==> src/sscc_pkg.sv <==
package sscc_pkg;

  // Request codes carried in req_type.
  localparam logic [1:0] REQ_TICK  = 2'd0;
  localparam logic [1:0] REQ_WRITE = 2'd1;
  localparam logic [1:0] REQ_READ  = 2'd2;

  // Register numbers carried in reg_index.
  localparam logic [2:0] REG_SWEEP = 3'd0;
  localparam logic [2:0] REG_DUTY  = 3'd1;
  localparam logic [2:0] REG_ENV   = 3'd2;
  localparam logic [2:0] REG_FLO   = 3'd3;
  localparam logic [2:0] REG_CTL   = 3'd4;

  localparam logic [10:0] FREQ_MAX    = 11'h7FF;
  localparam logic [11:0] PERIOD_BASE = 12'd2048;
  localparam logic [6:0]  LENGTH_FULL = 7'd64;
  localparam logic [3:0]  VOL_MAX     = 4'd15;
  localparam logic [3:0]  ENV_DEFAULT = 4'd8;
  localparam logic [7:0]  RD_UNUSED   = 8'hFF;
  localparam logic [7:0]  RD_DUTY_OR  = 8'h3F;
  localparam logic [7:0]  RD_CTL_OR   = 8'hBF;
  localparam logic [7:0]  MASK_DUTY   = 8'hC0;
  localparam logic [7:0]  MASK_LENEN  = 8'h40;

  typedef struct packed {
    logic [1:0] req_type;
    logic [2:0] reg_index;
    logic [7:0] write_data;
    logic       length_strobe;
    logic       envelope_strobe;
    logic       sweep_strobe;
  } in_item_t;

  typedef struct packed {
    logic [3:0] level;
    logic       channel_on;
    logic [7:0] read_data;
  } out_item_t;

  // Result of one frequency sweep computation.
  typedef struct packed {
    logic        ovf;
    logic [10:0] next_freq;
  } sweep_res_t;

  // Eight-step waveform for each of the four duty settings.
  function automatic logic [7:0] duty_pattern(input logic [1:0] duty);
    logic [7:0] pat;
    case (duty)
      2'd0:    pat = 8'b0000_0001;
      2'd1:    pat = 8'b1000_0001;
      2'd2:    pat = 8'b1000_0111;
      default: pat = 8'b0111_1110;
    endcase
    return pat;
  endfunction

endpackage

==> src/square_sweep_sound_channel_core.sv <==
// Square-wave sound channel with frequency sweep, volume envelope and length
// counter. Each input transaction is a tick (with length, envelope and sweep
// clock strobes), a write of one of the five byte registers, or a register
// read; every input transaction yields exactly one output transaction that
// carries the 4-bit level, the channel enable flag and, for reads, the masked
// readback byte. The block takes one transaction per clock cycle while the
// output is not stalled. Each accepted transaction passes through the input
// register, where the whole state update for the transaction is evaluated,
// and then through the output register. That state update covers the
// length counter, envelope, two chained sweep steps and the period timer.
// Backpressure on the output stalls the input register, which keeps
// accepting as long as the output register drains.
module square_sweep_sound_channel_core (
  input  logic                clk,
  input  logic                rst_n,
  input  logic                in_valid,
  output logic                in_ready,
  input  sscc_pkg::in_item_t  in_item,
  output logic                out_valid,
  input  logic                out_ready,
  output sscc_pkg::out_item_t out_item
);
  import sscc_pkg::*;

  logic      s0_valid_r;
  in_item_t  s0_item_r;
  logic      out_valid_r;
  out_item_t out_item_r;
  out_item_t result;
  logic      s0_adv;

  // The held transaction moves on whenever the output register is free or
  // is being emptied in the same cycle.
  assign s0_adv   = s0_valid_r && (!out_valid_r || out_ready);
  assign in_ready = !s0_valid_r || s0_adv;

  // The channel state changes only when a transaction leaves the input
  // register, so each one sees the state left by its predecessor.
  sscc_channel u_channel (
    .clk      (clk),
    .rst_n    (rst_n),
    .item_vld (s0_adv),
    .item     (s0_item_r),
    .result   (result)
  );

  always_ff @(posedge clk) begin
    if (!rst_n) begin
      s0_valid_r  <= 1'b0;
      out_valid_r <= 1'b0;
    end else begin
      if (in_valid && in_ready) begin
        s0_valid_r <= 1'b1;
      end else if (s0_adv) begin
        s0_valid_r <= 1'b0;
      end
      if (s0_adv) begin
        out_valid_r <= 1'b1;
      end else if (out_ready) begin
        out_valid_r <= 1'b0;
      end
    end
  end

  // Payload registers carry no reset.
  always_ff @(posedge clk) begin
    if (in_valid && in_ready) begin
      s0_item_r <= in_item;
    end
    if (s0_adv) begin
      out_item_r <= result;
    end
  end

  assign out_valid = out_valid_r;
  assign out_item  = out_item_r;

`ifndef SYNTHESIS
  a_off_silent: assert property (@(posedge clk) disable iff (!rst_n)
    (out_valid_r && !out_item_r.channel_on) |-> (out_item_r.level == '0))
    else $error("disabled channel reports a nonzero level");

  a_stall_cause: assert property (@(posedge clk) disable iff (!rst_n)
    !in_ready |-> (s0_valid_r && out_valid_r && !out_ready))
    else $error("input stalled without a full pipeline");

  a_accept_held: assert property (@(posedge clk) disable iff (!rst_n)
    (in_valid && in_ready) |=> s0_valid_r)
    else $error("accepted transaction not held in the input register");

  a_adv_result: assert property (@(posedge clk) disable iff (!rst_n)
    s0_adv |=> out_valid_r)
    else $error("advanced transaction produced no result");
`endif

endmodule

==> src/sscc_sweep_calc.sv <==
module sscc_sweep_calc (
  input  logic [10:0]        freq,
  input  logic [2:0]         shift,
  input  logic               subtract,
  output sscc_pkg::sweep_res_t res
);
  import sscc_pkg::*;

  logic [10:0] delta;
  logic [11:0] sum;

  // The shifted value never exceeds the frequency, so subtraction cannot
  // underflow and only addition can overflow past eleven bits.
  assign delta = freq >> shift;
  assign sum   = subtract ? ({1'b0, freq} - {1'b0, delta}) : ({1'b0, freq} + {1'b0, delta});
  assign res.ovf       = sum[11];
  assign res.next_freq = sum[10:0];

endmodule

==> src/sscc_channel.sv <==
module sscc_channel (
  input  logic                clk,
  input  logic                rst_n,
  input  logic                item_vld,
  input  sscc_pkg::in_item_t  item,
  output sscc_pkg::out_item_t result
);
  import sscc_pkg::*;

  logic [7:0]  reg_sweep_r, reg_sweep_nxt;
  logic [7:0]  reg_duty_r, reg_duty_nxt;
  logic [7:0]  reg_env_r, reg_env_nxt;
  logic [7:0]  reg_flo_r, reg_flo_nxt;
  logic [7:0]  reg_ctl_r, reg_ctl_nxt;
  logic [6:0]  length_left_r, length_left_nxt;
  logic [3:0]  env_cd_r, env_cd_nxt;
  logic [3:0]  volume_r, volume_nxt;
  logic [10:0] shadow_freq_r, shadow_freq_nxt;
  logic [2:0]  sweep_cd_r, sweep_cd_nxt;
  logic        sweep_active_r, sweep_active_nxt;
  logic [11:0] period_r, period_nxt;
  logic [2:0]  duty_step_r, duty_step_nxt;
  logic        enabled_r, enabled_nxt;

  logic [10:0] trig_freq;
  logic [10:0] sweep2_freq;
  sweep_res_t  trig_chk, sweep1, sweep2;
  logic [2:0]  pace;
  logic [2:0]  env_per;
  logic [7:0]  rd_data;
  logic [7:0]  duty_pat;

  assign pace      = reg_sweep_r[6:4];
  assign env_per   = reg_env_r[2:0];
  assign trig_freq = {item.write_data[2:0], reg_flo_r};

  // Overflow check at trigger, then the committing step and the check that
  // follows it on a sweep clock.
  sscc_sweep_calc u_trig_chk (
    .freq     (trig_freq),
    .shift    (reg_sweep_r[2:0]),
    .subtract (reg_sweep_r[3]),
    .res      (trig_chk)
  );

  sscc_sweep_calc u_sweep1 (
    .freq     (shadow_freq_r),
    .shift    (reg_sweep_r[2:0]),
    .subtract (reg_sweep_r[3]),
    .res      (sweep1)
  );

  assign sweep2_freq = sweep1.ovf ? shadow_freq_r : sweep1.next_freq;

  sscc_sweep_calc u_sweep2 (
    .freq     (sweep2_freq),
    .shift    (reg_sweep_r[2:0]),
    .subtract (reg_sweep_r[3]),
    .res      (sweep2)
  );

  always_comb begin
    reg_sweep_nxt    = reg_sweep_r;
    reg_duty_nxt     = reg_duty_r;
    reg_env_nxt      = reg_env_r;
    reg_flo_nxt      = reg_flo_r;
    reg_ctl_nxt      = reg_ctl_r;
    length_left_nxt  = length_left_r;
    env_cd_nxt       = env_cd_r;
    volume_nxt       = volume_r;
    shadow_freq_nxt  = shadow_freq_r;
    sweep_cd_nxt     = sweep_cd_r;
    sweep_active_nxt = sweep_active_r;
    period_nxt       = period_r;
    duty_step_nxt    = duty_step_r;
    enabled_nxt      = enabled_r;
    rd_data          = '0;

    unique case (item.req_type)
      REQ_TICK: begin
        if (item.length_strobe && enabled_r && reg_ctl_r[6]) begin
          if (length_left_r != '0) begin
            length_left_nxt = length_left_r - 7'd1;
          end
          enabled_nxt = (length_left_nxt != '0);
        end

        if (item.envelope_strobe && env_cd_r != '0) begin
          env_cd_nxt = env_cd_r - 4'd1;
          if (env_cd_r == 4'd1 && env_per != '0) begin
            if (reg_env_r[3] && volume_r != VOL_MAX) begin
              volume_nxt = volume_r + 4'd1;
              env_cd_nxt = {1'b0, env_per};
            end else if (!reg_env_r[3] && volume_r != '0) begin
              volume_nxt = volume_r - 4'd1;
              env_cd_nxt = {1'b0, env_per};
            end
          end
        end

        if (item.sweep_strobe && sweep_cd_r != '0) begin
          sweep_cd_nxt = sweep_cd_r - 3'd1;
          if (sweep_cd_r == 3'd1 && sweep_active_r && pace != '0) begin
            sweep_cd_nxt = pace;
            if (sweep1.ovf) begin
              enabled_nxt = 1'b0;
            end else begin
              shadow_freq_nxt = sweep1.next_freq;
              reg_flo_nxt     = sweep1.next_freq[7:0];
              reg_ctl_nxt     = {reg_ctl_r[7:3], sweep1.next_freq[10:8]};
            end
            if (sweep2.ovf) begin
              enabled_nxt = 1'b0;
            end
          end
        end

        if (period_r <= 12'd1) begin
          period_nxt    = PERIOD_BASE - {1'b0, shadow_freq_nxt & FREQ_MAX};
          duty_step_nxt = duty_step_r + 3'd1;
        end else begin
          period_nxt = period_r - 12'd1;
        end
      end

      REQ_WRITE: begin
        unique case (item.reg_index)
          REG_SWEEP: reg_sweep_nxt = item.write_data;
          REG_DUTY: begin
            reg_duty_nxt    = item.write_data;
            length_left_nxt = LENGTH_FULL - {1'b0, item.write_data[5:0]};
          end
          REG_ENV:   reg_env_nxt = item.write_data;
          REG_FLO:   reg_flo_nxt = item.write_data;
          REG_CTL: begin
            reg_ctl_nxt = item.write_data;
            if (item.write_data[7]) begin
              enabled_nxt = 1'b1;
              if (length_left_r == '0) begin
                length_left_nxt = LENGTH_FULL;
              end
              period_nxt       = PERIOD_BASE - {1'b0, trig_freq};
              env_cd_nxt       = (env_per != '0) ? {1'b0, env_per} : ENV_DEFAULT;
              volume_nxt       = reg_env_r[7:4];
              shadow_freq_nxt  = trig_freq;
              sweep_cd_nxt     = pace;
              sweep_active_nxt = (pace != '0) || (reg_sweep_r[2:0] != '0);
              if (reg_sweep_r[2:0] != '0 && trig_chk.ovf) begin
                enabled_nxt = 1'b0;
              end
            end
          end
          default: ;
        endcase
      end

      REQ_READ: begin
        unique case (item.reg_index)
          REG_SWEEP: rd_data = reg_sweep_r;
          REG_DUTY:  rd_data = (reg_duty_r & MASK_DUTY) | RD_DUTY_OR;
          REG_ENV:   rd_data = reg_env_r;
          REG_FLO:   rd_data = RD_UNUSED;
          REG_CTL:   rd_data = (reg_ctl_r & MASK_LENEN) | RD_CTL_OR;
          default:   rd_data = RD_UNUSED;
        endcase
      end

      default: ;
    endcase
  end

  assign duty_pat = duty_pattern(reg_duty_nxt[7:6]);

  always_comb begin
    result.level      = (enabled_nxt && duty_pat[duty_step_nxt]) ? volume_nxt : '0;
    result.channel_on = enabled_nxt;
    result.read_data  = rd_data;
  end

  always_ff @(posedge clk) begin
    if (!rst_n) begin
      reg_sweep_r    <= '0;
      reg_duty_r     <= '0;
      reg_env_r      <= '0;
      reg_flo_r      <= '0;
      reg_ctl_r      <= '0;
      length_left_r  <= '0;
      env_cd_r       <= '0;
      volume_r       <= '0;
      shadow_freq_r  <= '0;
      sweep_cd_r     <= '0;
      sweep_active_r <= 1'b0;
      period_r       <= '0;
      duty_step_r    <= '0;
      enabled_r      <= 1'b0;
    end else if (item_vld) begin
      reg_sweep_r    <= reg_sweep_nxt;
      reg_duty_r     <= reg_duty_nxt;
      reg_env_r      <= reg_env_nxt;
      reg_flo_r      <= reg_flo_nxt;
      reg_ctl_r      <= reg_ctl_nxt;
      length_left_r  <= length_left_nxt;
      env_cd_r       <= env_cd_nxt;
      volume_r       <= volume_nxt;
      shadow_freq_r  <= shadow_freq_nxt;
      sweep_cd_r     <= sweep_cd_nxt;
      sweep_active_r <= sweep_active_nxt;
      period_r       <= period_nxt;
      duty_step_r    <= duty_step_nxt;
      enabled_r      <= enabled_nxt;
    end
  end

endmodule
==> config.mk <==
export PLATFORM = sky130hd
export DESIGN_NAME = square_sweep_sound_channel_core
export DESIGN_NICKNAME = d
export VERILOG_FILES = /design/src/sscc_pkg.sv /design/src/square_sweep_sound_channel_core.sv /design/src/sscc_sweep_calc.sv /design/src/sscc_channel.sv
export SDC_FILE = /design/constraint.sdc
export NUM_CORES = 1
export LEC_CHECK = 0
export ABC_AREA = 1
export BUFFER_PORTS_ARGS = -buffer_cell sky130_fd_sc_hd__buf_2
export CAP_MARGIN = 15
export CORE_MARGIN = 2
export CORE_UTILIZATION = 26
export CTS_CLUSTER_SIZE = 10
export DETAILED_ROUTE_END_ITERATION = 10
export PLACE_DENSITY = 0.38
export SLEW_MARGIN = 20
export SYNTH_ARGS = -nofsm -noshare
export SYNTH_HDL_FRONTEND = slang
export SYNTH_SLANG_ARGS = --single-unit
==> constraint.sdc <==
create_clock -name clk -period 12.95 [get_ports clk]
set_input_delay 0.6475 -clock clk [delete_from_list [all_inputs] [get_ports clk]]
set_output_delay 0.6475 -clock clk [all_outputs]
set_load 0.02 [all_outputs]
==> flow_summary.toml <==
[timing]
slew_headroom_pct = 31.60
hold_ws_ps = 454.5
worst_pin_slew_ps = 1020
fin_crit_sh_pct = 55.76
slew_viol_final = 0
max_clock_freq_mhz = 138.5
rsz0062_at_grt = "no"
fin_skew_ps = 13.82
min_period_ps = 7221
setup-violations-final = 0
hold_viol = 0
setup-tns-final_ps = 0

[grt]
grt_max_degree = 50
grt_overflow = 0
antenna_found_initial = 0
grt.total_usage_pct = 18.33
grt_pass1_vias = 8531
grt_pass1_wl_um = 51100

[routing]
drt_iter0_markers = 692
drt-total-wl_um = 32680
wl_per_cell_um = 17.89
postRouteAntennaNets = 0
avgViaCountPerCell = 4.880
route.vias.total = 8911
drc = 0
firstDrtPassIters = 5

[clock_network]
cts.repair.resized = 0
cts-root-buf = "clkbuf_16"
cts_tree = "built"
cts_buffer_depth = 2
cts_hold_buf = 0
worst_skew_pair.late_latency_ps = 360
path_clk_slew_ps = 80
post_cts_buffers = 0
cts.sinks = 104
h-tree-depth = 3
cts_inserted_buffers = 9

[synth]
synth_cell_types = 56
syn_avg_cell_area_sq_um = 6.567
syn-instance-count = 1365
synth_commonest_cells = "nand2_1, inv_1, o21ai_0, nand3_1, a21oi_1"
synth_compound_area_share_pct = 20.20
netlist_area_sq_um = 8964
yosys.area_share.simple_pct = 29.97
synthAdderAreaFrac_pct = 6.505
synthDominantCellAreaShare_pct = 16.75
synth_edf_count = 29
synthTopCellsByArea = "dfxtp_1, nand2_1, edfxtp_1, inv_1, o21ai_0"
synth_mux_area_share_pct = 0.1117
seq_area_frac_synth_pct = 26.47
yosysMostFrequentCell = "nand2_1"
synth-xor-area-share_pct = 5.667
synth_top_cell_by_area = "dfxtp_1"
yosys_most_used_dff = "dfxtp_1"
async_flop_share_pct = 0
synthesis.yosys.warnings = 0
synth_fp_nets = 1431
synth-seq-cells = 104
synth_top_family_by_area = "simple AND/OR/NAND/NOR gates"

[worst_setup_path]
worstSetupStartpointType = "register"
rr_worst_depth = 46
r2r_start = "u_channel.reg_sweep_r[2]$_SDFFE_PN0P_"
crit_required_ps = 13060
critPathMaxStageDelay_ps = 990
cp_slowest_cell = "dfxtp_1"
worstPathArrival_ps = 7330
path_class = "reg2reg"
r2r_end = "out_item[11]$_SDFFCE_PN0P_"
worstPathMaxFanout = 21
crit_path_frequent_cell = "nand2_1"
rrSetupSlack_ps = 5730
cp-end-kind = "register"

[hold_path]
whs_path_depth = 1
hold_start = "in_item[3]"
hp-class = "in2reg"
holdPathEnd = "s0_item_r[3]$_DFFE_PP_"

[cells_and_area]
layout-drive-gt1-share_pct = 9.289
num_antenna_cells = 0
fin_nets = 1439
fin_area_sq_um = 9803
area_growth_pct = 9.366
fin_cells = 1826

[floorplan]
die_w_um = 189.7
rows = 67
die_area_sq_um = 35980
dieHeight_um = 189.7
core_region_area_sq_um = 33700
pin_count = 35
start_util_pct = 26.60

[place]
placed_cell_area_sq_um = 9525
place_congestion = 0.8389
dpl.hpwl_um = 25350
placedCellCount = 1810
portBuffers = 34

[flow_run]
cap_violations = 0

[power_and_ir_drop]
power_density_nw_per_um2 = 121.9
peakVddDrop_v = 0.00006769
power.leakage_nw = 4.557

[status]
outcome = "complete, no violations"
-- layout make-up --
type	instances	area, sq um
Sequential cell	104	2372
Clock buffer	10	229.0
Clock inverter	6	48.80
Inverter	203	764.5
Tap cell	448	560.5
Multi-Input combinational cell	1014	5605
Timing Repair Buffer	41	222.7
Fill cell	3865	23900
-- metrics by stage --
| step | util [%] | setup slack, ps | total power, mW |
|---|---|---|---|
| finish | 29.09 | 5729 | 1.195 |
| global route | 29.09 | 5033 | 1.306 |
| CTS | 29.09 | 5777 | 1.209 |
| detailed placement | 28.27 | 5792 | 0.9304 |
| global placement | 28.27 | 5836 | 0.9344 |
| floorplan | - | 7630 | 0.7870 |
-- power by group --
part           internal, mW  total [mW]  switching [mW]
sequential            0.347       0.362          0.0145
clock                 0.134       0.274           0.140
combinational         0.184       0.560           0.376
total                 0.665        1.19           0.530
-- per-layer routing --
metal  up-vias  track usage (%)  share of wire [%]  wire, um
li1       4570                -                  -         -
met1      4156            26.89                 52     16860
met2       167            29.26                 44     14420
met3        18            2.048                3.3      1070
met4         0            3.011                1.0       333
met5         -                0                  0         0
-- cell usage in the layout, fill, tap and decap left out, types with 8 or more instances in the layout --
cell	instances
ha_1	45
xnor2_1	16
o211ai_1	10
nand2_1	291
nand2_2	26
nor3_1	21
inv_2	10
nor2_4	8
xor2_1	42
a31oi_1	13
dfxtp_1	75
edfxtp_1	29
inv_1	187
nor4_1	8
nor2_1	94
a211oi_1	17
o21ai_0	116
nand3_1	113
a21oi_1	110
buf_2	34
a221oi_1	14
clkbuf_16	9
-- worst max-delay path, delay by kind of cell (launching register included) --
| family | cells | cell delay (ps) |
|---|---|---|
| XOR/XNOR | 2 | 320 |
| buffers and inverters | 5 | 450 |
| adder cells (fa/ha/maj) | 2 | 600 |
| AND/OR/NAND/NOR | 32 | 3840 |
| AO/OA/AOI/OAI | 5 | 720 |
| flip-flops | 1 | 990 |
-- logic make-up after synthesis --
| logic type | Yosys count |
|---|---|
| and+or+nand+nor | 595 |
| AOI/OAI and AO/OA | 314 |
| buffers and inverters | 247 |
| DFF | 104 |
| xor gates and xnor gates | 58 |
| adders and majority gates | 46 |
| muxes | 1 |
-- worst max-delay path by stage --
stage / slack (ps) / end / from
after floorplan: 7630 / out_item[11]$_SDFFCE_PN0P_ / u_channel.reg_sweep_r[1]$_SDFFE_PN0P_
after global placement: 5840 / out_item[11]$_SDFFCE_PN0P_ / u_channel.reg_sweep_r[2]$_SDFFE_PN0P_
after detailed placement: 5790 / out_item[11]$_SDFFCE_PN0P_ / u_channel.reg_sweep_r[2]$_SDFFE_PN0P_
after CTS: 5780 / out_item[11]$_SDFFCE_PN0P_ / u_channel.reg_sweep_r[2]$_SDFFE_PN0P_
after global routing: 5030 / out_item[11]$_SDFFCE_PN0P_ / u_channel.reg_sweep_r[2]$_SDFFE_PN0P_
final: 5730 / out_item[11]$_SDFFCE_PN0P_ / u_channel.reg_sweep_r[2]$_SDFFE_PN0P_
-- flip-flops by register name, indices dropped and copies added, names as in the netlist --
register                  cells
s0_item_r                    16
out_item                     13
u_channel.period_r           12
u_channel.shadow_freq_r      11
u_channel.reg_env_r           8
u_channel.reg_flo_r           8
u_channel.reg_sweep_r         8
u_channel.length_left_r       7
u_channel.env_cd_r            4
u_channel.volume_r            4
u_channel.duty_step_r         3
u_channel.sweep_cd_r          3
u_channel.reg_duty_r          2
out_valid                     1
s0_valid_r                    1
u_channel.enabled_r           1
u_channel.reg_ctl_r           1
u_channel.sweep_active_r      1
No activity file was read; power rests on OpenSTA's default activity.
